## config.mk

```make
export PLATFORM = sky130hd
export DESIGN_NAME = h264_annexb_frame_splitter_unit
export DESIGN_NICKNAME = d
export VERILOG_FILES = /design/src/rtl/ahfs_pkg.sv /design/src/rtl/h264_annexb_frame_splitter_unit.sv /design/src/rtl/ahfs_cell.sv
export SDC_FILE = /design/constraint.sdc
export NUM_CORES = 1
export LEC_CHECK = 0
export BUFFER_PORTS_ARGS = -buffer_cell sky130_fd_sc_hd__buf_2
export CAP_MARGIN = 30
export CORE_ASPECT_RATIO = 0.75
export CORE_UTILIZATION = 30
export CTS_CLUSTER_SIZE = 8
export DETAILED_ROUTE_END_ITERATION = 12
export PLACE_DENSITY = 0.51
export SLEW_MARGIN = 0
export SYNTH_ARGS = -nofsm -noshare
export SYNTH_HDL_FRONTEND = slang
export SYNTH_SLANG_ARGS = --single-unit
```

## constraint.sdc

```tcl
create_clock -name i_clk -period 3.51 [get_ports i_clk]
set_clock_uncertainty 0.2 [all_clocks]
set_input_delay 0.1755 -clock i_clk [delete_from_list [all_inputs] [get_ports i_clk]]
set_output_delay 0.1755 -clock i_clk [all_outputs]
set_load 0.005 [all_outputs]
```

## src/rtl/ahfs_pkg.sv

```systemverilog
// ----------------------------------------------------------------------------
// ahfs_pkg
// Types, constants and start code detection for the Annex B frame splitter.
// ----------------------------------------------------------------------------
package ahfs_pkg;

    localparam int C_WIN_DEPTH     = 7;
    localparam int C_NUM_CELLS     = C_WIN_DEPTH - 1;
    localparam int C_MIN_FRAME_GAP = 4;

    localparam logic [4:0] C_NAL_TYPE_MASK  = 5'h1F;
    localparam logic [4:0] C_NAL_TYPE_SPS   = 5'h07;
    localparam logic [4:0] C_NAL_TYPE_SLICE = 5'h01;
    localparam int         C_FIRST_MB_BIT   = 7;

    typedef struct packed {
        logic       vld;
        logic [7:0] data;
    } t_cell;

    typedef logic [5:0][7:0] t_span;

    function automatic logic f_boundary(input t_span b);
        logic [7:0] hdr;
        logic [7:0] nxt;
        logic       hit;
        hit = 1'b1;
        hdr = b[3];
        nxt = b[4];
        if (b[0] == 8'h00 && b[1] == 8'h00 && b[2] == 8'h01) begin
            hdr = b[3];
            nxt = b[4];
        end else if (b[0] == 8'h00 && b[1] == 8'h00 && b[2] == 8'h00 && b[3] == 8'h01) begin
            hdr = b[4];
            nxt = b[5];
        end else begin
            hit = 1'b0;
        end
        f_boundary = hit &&
            (((hdr[4:0] & C_NAL_TYPE_MASK) == C_NAL_TYPE_SPS) ||
             (((hdr[4:0] & C_NAL_TYPE_MASK) == C_NAL_TYPE_SLICE) && nxt[C_FIRST_MB_BIT]));
    endfunction

endpackage

```

## src/rtl/h264_annexb_frame_splitter_unit.sv

```systemverilog
// A byte's word is registered when the byte that completes its 7-byte window
// is accepted; an abort word is registered at stream end if a frame is open.
// Throughput: one byte per cycle unless stalled; six slots shift per byte.
// Input stall follows the output register: high only while a word waits.
// Reset (synchronous, active low) empties the window and closes any frame.
// ----------------------------------------------------------------------------
// h264_annexb_frame_splitter_unit
// Cuts an Annex B byte stream into frames at SPS or first-slice start codes.
// ----------------------------------------------------------------------------
module h264_annexb_frame_splitter_unit
    import ahfs_pkg::*;
(
    input  logic       i_clk,
    input  logic       i_rst_n,
    input  logic       i_in_valid,
    output logic       o_in_stall,
    input  logic [7:0] i_data_byte,
    input  logic       i_stream_end,
    output logic       o_out_valid,
    input  logic       i_out_stall,
    output logic [7:0] o_out_byte,
    output logic       o_frame_end,
    output logic       o_frame_abort
);

    t_cell                    cells [C_NUM_CELLS];
    t_cell                    nexts [C_NUM_CELLS];
    logic [C_WIN_DEPTH-1:0][7:0] win;
    t_span                    span0;
    t_span                    span1;

    logic       acc;
    logic       shift;
    logic       clear;
    logic       full;
    logic       bnd0;
    logic       bnd1;
    logic       open;
    logic [2:0] bss_eff;
    logic [3:0] next_off;
    logic       ends;

    logic       r_in_frame;
    logic       n_in_frame;
    logic [2:0] r_bss;
    logic [2:0] n_bss;
    logic       r_out_valid;
    logic       n_out_valid;
    logic       load;
    logic [7:0] n_out_byte;
    logic       n_frame_end;
    logic       n_frame_abort;
    logic [7:0] r_out_byte;
    logic       r_frame_end;
    logic       r_frame_abort;

    assign o_in_stall = r_out_valid & i_out_stall;
    assign acc        = i_in_valid & ~o_in_stall;
    assign shift      = acc & ~i_stream_end;
    assign clear      = acc & i_stream_end;

    genvar g;
    generate
        for (g = 0; g < C_NUM_CELLS; g++) begin : g_cell
            if (g == C_NUM_CELLS - 1) begin : g_tail
                assign nexts[g].vld  = 1'b1;
                assign nexts[g].data = i_data_byte;
            end else begin : g_mid
                assign nexts[g] = cells[g+1];
            end
            ahfs_cell u_cell (
                .i_clk   (i_clk),
                .i_rst_n (i_rst_n),
                .i_shift (shift),
                .i_clear (clear),
                .i_next  (nexts[g]),
                .o_cell  (cells[g])
            );
            assign win[g] = cells[g].data;
        end
    endgenerate

    assign win[C_WIN_DEPTH-1] = i_data_byte;
    assign full               = cells[0].vld;

    always_comb begin
        for (int k = 0; k < 6; k++) begin
            span0[k] = win[k];
            span1[k] = win[k+1];
        end
    end

    assign bnd0     = f_boundary(span0);
    assign bnd1     = f_boundary(span1);
    assign open     = r_in_frame | bnd0;
    assign bss_eff  = r_in_frame ? r_bss : 3'd0;
    assign next_off = {1'b0, bss_eff} + 4'd1;
    assign ends     = (next_off >= 4'(C_MIN_FRAME_GAP)) && bnd1;

    always_comb begin
        n_in_frame    = r_in_frame;
        n_bss         = r_bss;
        load          = 1'b0;
        n_out_byte    = win[0];
        n_frame_end   = ends;
        n_frame_abort = 1'b0;
        if (clear) begin
            n_in_frame    = 1'b0;
            n_bss         = 3'd0;
            load          = r_in_frame;
            n_out_byte    = 8'h00;
            n_frame_end   = 1'b0;
            n_frame_abort = 1'b1;
        end else if (shift && full && open) begin
            load       = 1'b1;
            n_in_frame = ~ends;
            if (ends) begin
                n_bss = 3'd0;
            end else begin
                n_bss = next_off[3] ? 3'd7 : next_off[2:0];
            end
        end
    end

    always_comb begin
        priority if (load) begin
            n_out_valid = 1'b1;
        end else if (!i_out_stall) begin
            n_out_valid = 1'b0;
        end else begin
            n_out_valid = r_out_valid;
        end
    end

    always_ff @(posedge i_clk) begin
        if (!i_rst_n) begin
            r_in_frame  <= 1'b0;
            r_bss       <= 3'd0;
            r_out_valid <= 1'b0;
        end else begin
            r_in_frame  <= n_in_frame;
            r_bss       <= n_bss;
            r_out_valid <= n_out_valid;
        end
    end

    always_ff @(posedge i_clk) begin
        if (load) begin
            r_out_byte    <= n_out_byte;
            r_frame_end   <= n_frame_end;
            r_frame_abort <= n_frame_abort;
        end
    end

    assign o_out_valid   = r_out_valid;
    assign o_out_byte    = r_out_byte;
    assign o_frame_end   = r_frame_end;
    assign o_frame_abort = r_frame_abort;

endmodule

```

## src/rtl/ahfs_cell.sv

```systemverilog
// ----------------------------------------------------------------------------
// ahfs_cell
// One lookahead window slot: holds a byte and its valid bit, loads its
// neighbor's slot on shift, empties on clear.
// ----------------------------------------------------------------------------
module ahfs_cell
    import ahfs_pkg::*;
(
    input  logic  i_clk,
    input  logic  i_rst_n,
    input  logic  i_shift,
    input  logic  i_clear,
    input  t_cell i_next,
    output t_cell o_cell
);

    logic       r_vld;
    logic       n_vld;
    logic [7:0] r_data;

    always_comb begin
        priority if (i_clear) begin
            n_vld = 1'b0;
        end else if (i_shift) begin
            n_vld = i_next.vld;
        end else begin
            n_vld = r_vld;
        end
    end

    always_ff @(posedge i_clk) begin
        if (!i_rst_n) begin
            r_vld <= 1'b0;
        end else begin
            r_vld <= n_vld;
        end
    end

    always_ff @(posedge i_clk) begin
        if (i_shift) begin
            r_data <= i_next.data;
        end
    end

    assign o_cell.vld  = r_vld;
    assign o_cell.data = r_data;

endmodule

```

==> run metrics, run 1 <==
outcome=finished, final reports clean; Top Usage Layer GRT=met2; crit start category=register; TritonCTS buffer count=9; PD cells=567 nW/um2; final instance area=3200 um2; Yosys top cell by area=edfxtp_1; unrepaired setup endpoints after global routing=false; most common flop cell mapped by yosys=edfxtp_1; share of the synthesized area in the top cell type=0.679; Synth cell types=31; io pins=25; Pwr Total=1.81 mW; Slowest Stage Delay on Critical Path=0.54 ns; Tightest Pin Transition=0.596 ns; first-pass GRT wire length=6.33 mm; CTS tree=done; n_diodes=0; Synth async-reset ratio=0; post-synthesis xor/xnor area fraction=0; share of cells above drive strength 1=0.214; Post-CTS Setup Bufs=0; Fin. Hold Viols=0; 1st-iter DRT viols=69; Tcrit/Tclk final=0.688; setup slack at placement=1.09 ns; largest net degree at the start of global routing=49; yosys synthesis warning count=0; area post-placement=2820 um2; clock buffer depth=2; critical path data required time=3.29 ns; Peak VDD IR=0.000279 V; grt met1 use=0.113; crit path buf inv count=0; count of input and output buffers=24; Syn Nets=179; placed cell count=294; die height=82.1 um; GPL Wtd Cong=0.722; clock tree root driver cell=clkbuf_16; final wirelength=3.83 mm; Max Slew Vio Count=0; post-layout utilization of the core=0.395; Row Count=28; Post-Syn Area=2560 um2; non-filler instance count after layout=320; Routed wire per std cell=12.0 um; CTS H-tree depth=3; GR Util met3=0.0452; Slew HR=0.603; final setup fails=0; vias=1,435; kind of end point of the critical path=register; die footprint=8920 um2; DR vias/cell=4.48; Sinks on Clock Net=69; number of flops mapped to enable cells by yosys=58; die width=109 um; Initial Utilization=0.317; Area growth, synth to finish=24.7%; final hold slack=0.0174 ns; setup TNS=0 ns; Layout Nets=224; DRC=0; sequential share of the synthesized area=0.765; Compound-Gate Fraction of Synth Area=0.0756; crit-path cells=or4_4, nor2_4, and4_4, a41oi_4, nand2_1; max_cap viols=0; Tmin final=2.42 ns; Largest delay share family, worst path=simple AND/OR/NAND/NOR gates; met2 Use GR=0.153; Synth Area in Simple Gates=0.135; largest family of logic cells by synthesized area=simple AND/OR/NAND/NOR gates; drt pass-1 iters=4; #FFs+latches synth=69; critical path class=reg -> reg; number of global-route vias before repair=1,349; top-count cell post-synth=edfxtp_1; fmax=0.414 GHz; latest clock arrival within the worst-skew pair=0.32 ns; GRT Total Usage=0.0990; initial antenna violation count=0; antenna-violating nets left=0; Resize count post-CTS=0; Crit-path slowest cell=or4_4; core area=8090 um2; syn_area_per_cell=15.5 um2; setup ws final=1.09 ns; crit path DAT=2.19 ns; Leak=1.11 nW; worst hold path class=in -> reg; Post-Syn Instances=165; post-synthesis adder-cell area fraction=0.00488; GRT overflow=0; synth top area cells=edfxtp_1, dfxtp_1, and2_1; mux contribution to synthesized area=0.0117; most common library cells after synthesis=edfxtp_1, nand2_1, a21oi_1; crit path max fanout=10; Clk pin slew, worst setup/hold paths=0.05 ns
cell type report:
| type | instances | area [um2] |
|---|---|---|
| fill | 775 | 4900 |
| clock buffer | 14 | 244 |
| multi-input combinational | 91 | 583 |
| timing repair buffer | 35 | 228 |
| clock inverter | 2 | 33.8 |
| tap | 105 | 131 |
| inverter | 4 | 15.0 |
| sequential | 69 | 1960 |
worst paths after layout:
check                                                 from                    endpoint  slack (ns)  cells past startpoint
worst max-delay path            g_cell[1].u_cell.r_data[0]               o_out_byte[6]        1.09                      5
worst min-delay path                           i_out_stall                 o_out_valid        0.02                      3
worst min register to register  g_cell[5].u_cell.r_data[5]  g_cell[4].u_cell.r_data[5]        0.22                      0
worst max register to register  g_cell[1].u_cell.r_data[0]               o_out_byte[6]        1.09                      5
repair_timing:
| item | CTS | global route |
|---|---|---|
| hold endpoints to repair | 10 | 0 |
| endpoints found under the setup margin | 0 | 0 |
| hold buffers | 10 | 0 |
worst min-delay path, stage by stage:
cell and delay [ns]:
buf_2 0.10, nand2_1 0.12, a31oi_1 0.09
power by group:
part	leakage [nW]	internal (mW)	total, mW	switching, mW
logic	0.350	0.0217	0.0502	0.0286
clock network	0.133	0.548	0.837	0.288
registers	0.629	0.915	0.925	0.0108
registers in the layout (all words and copies together), names as in the netlist:
name / flops
o_out_byte: 8
r_bss: 3
r_in_frame: 1
g_cell.u_cell.r_data: 48
o_frame_end: 1
o_frame_abort: 1
g_cell.u_cell.r_vld: 6
o_out_valid: 1
routing by layer:
metal / wire length (um) / vias to the layer above
met4: 46 / 0
li1: - / 722
met1: 1830 / 671
met3: 218 / 5
met5: 0 / -
met2: 1730 / 37
cells by family after synthesis:
kind of cell | after synthesis
muxes | 3
buffers and inverters | 5
AOI/OAI and AO/OA | 30
adders and majority gates | 1
and+or+nand+nor | 57
DFF | 69
placed cells by master, fill, tap and decap left out, types with 2 or more instances in the layout:
cell / synthesis / final
o211ai_1: 2 / 2
a21oi_1: 12 / 12
nor2_1: 6 / 6
and3_1: 2 / 2
o21ai_0: 8 / 8
or4_4: 4 / 4
nand2_1: 15 / 15
inv_1: 4 / 4
clkbuf_1: 1 / 5
dlygate4sd3_1: 0 / 10
dfxtp_1: 11 / 11
buf_2: 0 / 24
and2_1: 11 / 11
nor4_1: 4 / 4
nor3b_1: 2 / 2
edfxtp_1: 58 / 58
nor2_4: 3 / 3
nand4_1: 4 / 4
o21ai_1: 2 / 2
mux2i_1: 3 / 3
clkbuf_16: 0 / 9
Power figures use the tool's default switching activity.
==> inputs of run 2 (changes only) <==
- clock period: 3.51 -> 2.28 ns (I/O delays scaled with it)
==> run 2 against run 1 <==
  * Die area unchanged
  * Utilization up 0.56 points
  * Largest cell class unchanged
  * Power up 47%
  * Worst setup slack worse by 0.93 ns
  * Final cell count up 1.3%
  * Global-route usage up 0.39 points
  * Largest power group unchanged
  * Sequential power up 54%
  * Highest routed layer unchanged
  * Hold slack better by 0.0077 ns
==> run metrics, run 2 (synthesis results as in run 1) <==
outcome=finished, final reports clean (unchanged); Area growth, synth to finish=26.5% (was 24.7%); die footprint=8920 um2 (unchanged); crit path max fanout=10 (unchanged); fill count=754 (was 775); CTS tree=done (unchanged); 1st-iter DRT viols=63 (was 69); largest net degree at the start of global routing=49 (unchanged); share of cells above drive strength 1=0.247 (was 0.214); die height=82.1 um (unchanged); drt pass-1 iters=4 (unchanged); Routed wire per std cell=12.0 um (about the same); area post-placement=2880 um2 (was 2820 um2); DRC=0 (unchanged); Max Slew Vio Count=0 (unchanged); routed wl met2=1.68 mm (was 1.73 mm); Logic pwr share=0.032 (was 0.028); CTS H-tree depth=3 (unchanged); DR top layer=met4 (unchanged); fmax=0.473 GHz (was 0.414 GHz); Sinks on Clock Net=69 (unchanged); crit path buf inv count=0 (unchanged); antenna-violating nets left=0 (unchanged); DR vias/cell=4.44 (was 4.48); TritonCTS buffer count=9 (unchanged); first-pass GRT wire length=6.42 mm (was 6.33 mm); GPL Wtd Cong=0.698 (was 0.722); final instance area=3240 um2 (was 3200 um2); count of input and output buffers=24 (unchanged); GRT overflow=0 (unchanged); crit-path cells=or4_4, nor2_4, and4_4, a41oi_4, nand2_4 (was or4_4, nor2_4, and4_4, a41oi_4, nand2_1); critical path class=reg -> reg (unchanged); die width=109 um (unchanged); core area=8090 um2 (unchanged); clock tree root driver cell=clkbuf_16 (unchanged); Tcrit/Tclk final=0.927 (was 0.688); number of global-route vias before repair=1,389 (was 1,349); Layout Nets=229 (was 224); Leak=1.13 nW (was 1.11 nW); final setup fails=0 (unchanged); number of flip-flops under the largest register name=48 (unchanged); Row Count=28 (unchanged); Clk pin slew, worst setup/hold paths=0.05 ns (about the same); setup ws final=0.167 ns (was 1.09 ns); wl on met1=1.92 mm (was 1.83 mm); Tightest Pin Transition=0.373 ns (was 0.596 ns); most frequent cells in the layout=edfxtp_1, buf_2, nand2_1, a21oi_1 (unchanged); n_diodes=0 (unchanged); unrepaired setup endpoints after global routing=false (unchanged); most common cell after layout, fill and taps aside=edfxtp_1 (unchanged); max_cap viols=0 (unchanged); Peak VDD IR=0.000323 V (was 0.000279 V); clock buffer depth=2 (unchanged); io pins=25 (unchanged); Tmin final=2.11 ns (was 2.42 ns); kind of end point of the critical path=register (unchanged); latest clock arrival within the worst-skew pair=0.32 ns (about the same); Biggest register=g_cell.u_cell.r_data (unchanged); Fin. Hold Viols=0 (unchanged); setup slack at placement=0.149 ns (was 1.09 ns); placed cell count=298 (was 294); initial antenna violation count=0 (unchanged); Initial Utilization=0.317 (unchanged); DR WL met3=202 um (was 218 um); worst hold path class=in -> reg (unchanged); crit start category=register (unchanged); Post-CTS Setup Bufs=0 (unchanged); GRT Total Usage=0.103 (was 0.0990); non-filler instance count after layout=324 (was 320); Largest delay share family, worst path=simple AND/OR/NAND/NOR gates (unchanged); critical path data required time=2.10 ns (was 3.29 ns); P_sw=502 uW (was 328 uW); vias=1,440 (was 1,435); DP HPWL=2.57 mm; Slowest Stage Delay on Critical Path=0.56 ns (was 0.54 ns); sequential share of power=0.533 (was 0.511); final wirelength=3.89 mm (was 3.83 mm); sw frac=0.188 (was 0.181); Slew HR=0.750 (was 0.603); crit path DAT=1.94 ns (was 2.19 ns); Crit-path slowest cell=or4_4 (unchanged); Pint=2.17 mW (was 1.48 mW); PD cells=824 nW/um2 (was 567 nW/um2); clock share of power=0.434 (was 0.462)
[run 2: layout make-up]
| cell class | instances | area (um2) | share of cell area |
|---|---|---|---|
| Timing Repair Buffer | 40 | 280 | 0.0865 |
| Sequential cell | 69 | 1960 | 0.606 |
| Tap cell | 105 | 131 | 0.0405 |
| Clock inverter | 3 | 13.8 | 0.00425 |
| Inverter | 4 | 15.0 | 0.00463 |
| Clock buffer | 12 | 236 | 0.0729 |
| Multi-Input combinational cell | 91 | 602 | 0.186 |
[run 2: what timing repair did]
action                    in CTS  in global routing
gates resized for setup        0                  0
hold buffers                  11                  0
hold endpoints to repair      10                  0
[run 2: through the flow]
stage / TNS, ns / power (mW) / hold slack, ns / utilization
finish: 0 / 2.67 / 0.0251 / 0.401
global placement: 0 / 1.52 / 0.0911 / 0.356
floorplan: -2.44 / 1.49 / 0.0129 / -
detailed placement: 0 / 1.52 / 0.0921 / 0.356
CTS: 0 / 2.72 / 0.00221 / 0.401
global route: 0 / 2.78 / 0.0192 / 0.401
[run 2: worst min-delay path, cell delays in order]
cell and delay [ns]:
buf_2 0.15, o21ai_0 0.17, a21oi_1 0.06
[run 2: final timing paths]
path                              start                          to  slack (ns)  cells after the start
min                        i_stream_end      g_cell[3].u_cell.r_vld        0.03                      3
min reg2reg  g_cell[5].u_cell.r_data[6]  g_cell[4].u_cell.r_data[6]        0.22                      0
max          g_cell[1].u_cell.r_data[1]               o_out_byte[5]        0.17                      5
max reg2reg  g_cell[1].u_cell.r_data[1]               o_out_byte[5]        0.17                      5
[run 2: metal layers]
layer	track usage	up-vias
met2	0.153	37
met3	0.0524	9
met1	0.118	659
met4	0.0649	0
li1	-	735
met5	0	-
[run 2: power by group through the flow]
stage	Sequential, mW	Combinational (mW)	Clock, mW
finish	1.42	0.0859	1.16
global route	1.43	0.0942	1.26
CTS	1.42	0.0869	1.21
detailed placement	1.45	0.0723	0
global placement	1.45	0.0719	0
floorplan	1.44	0.0432	0
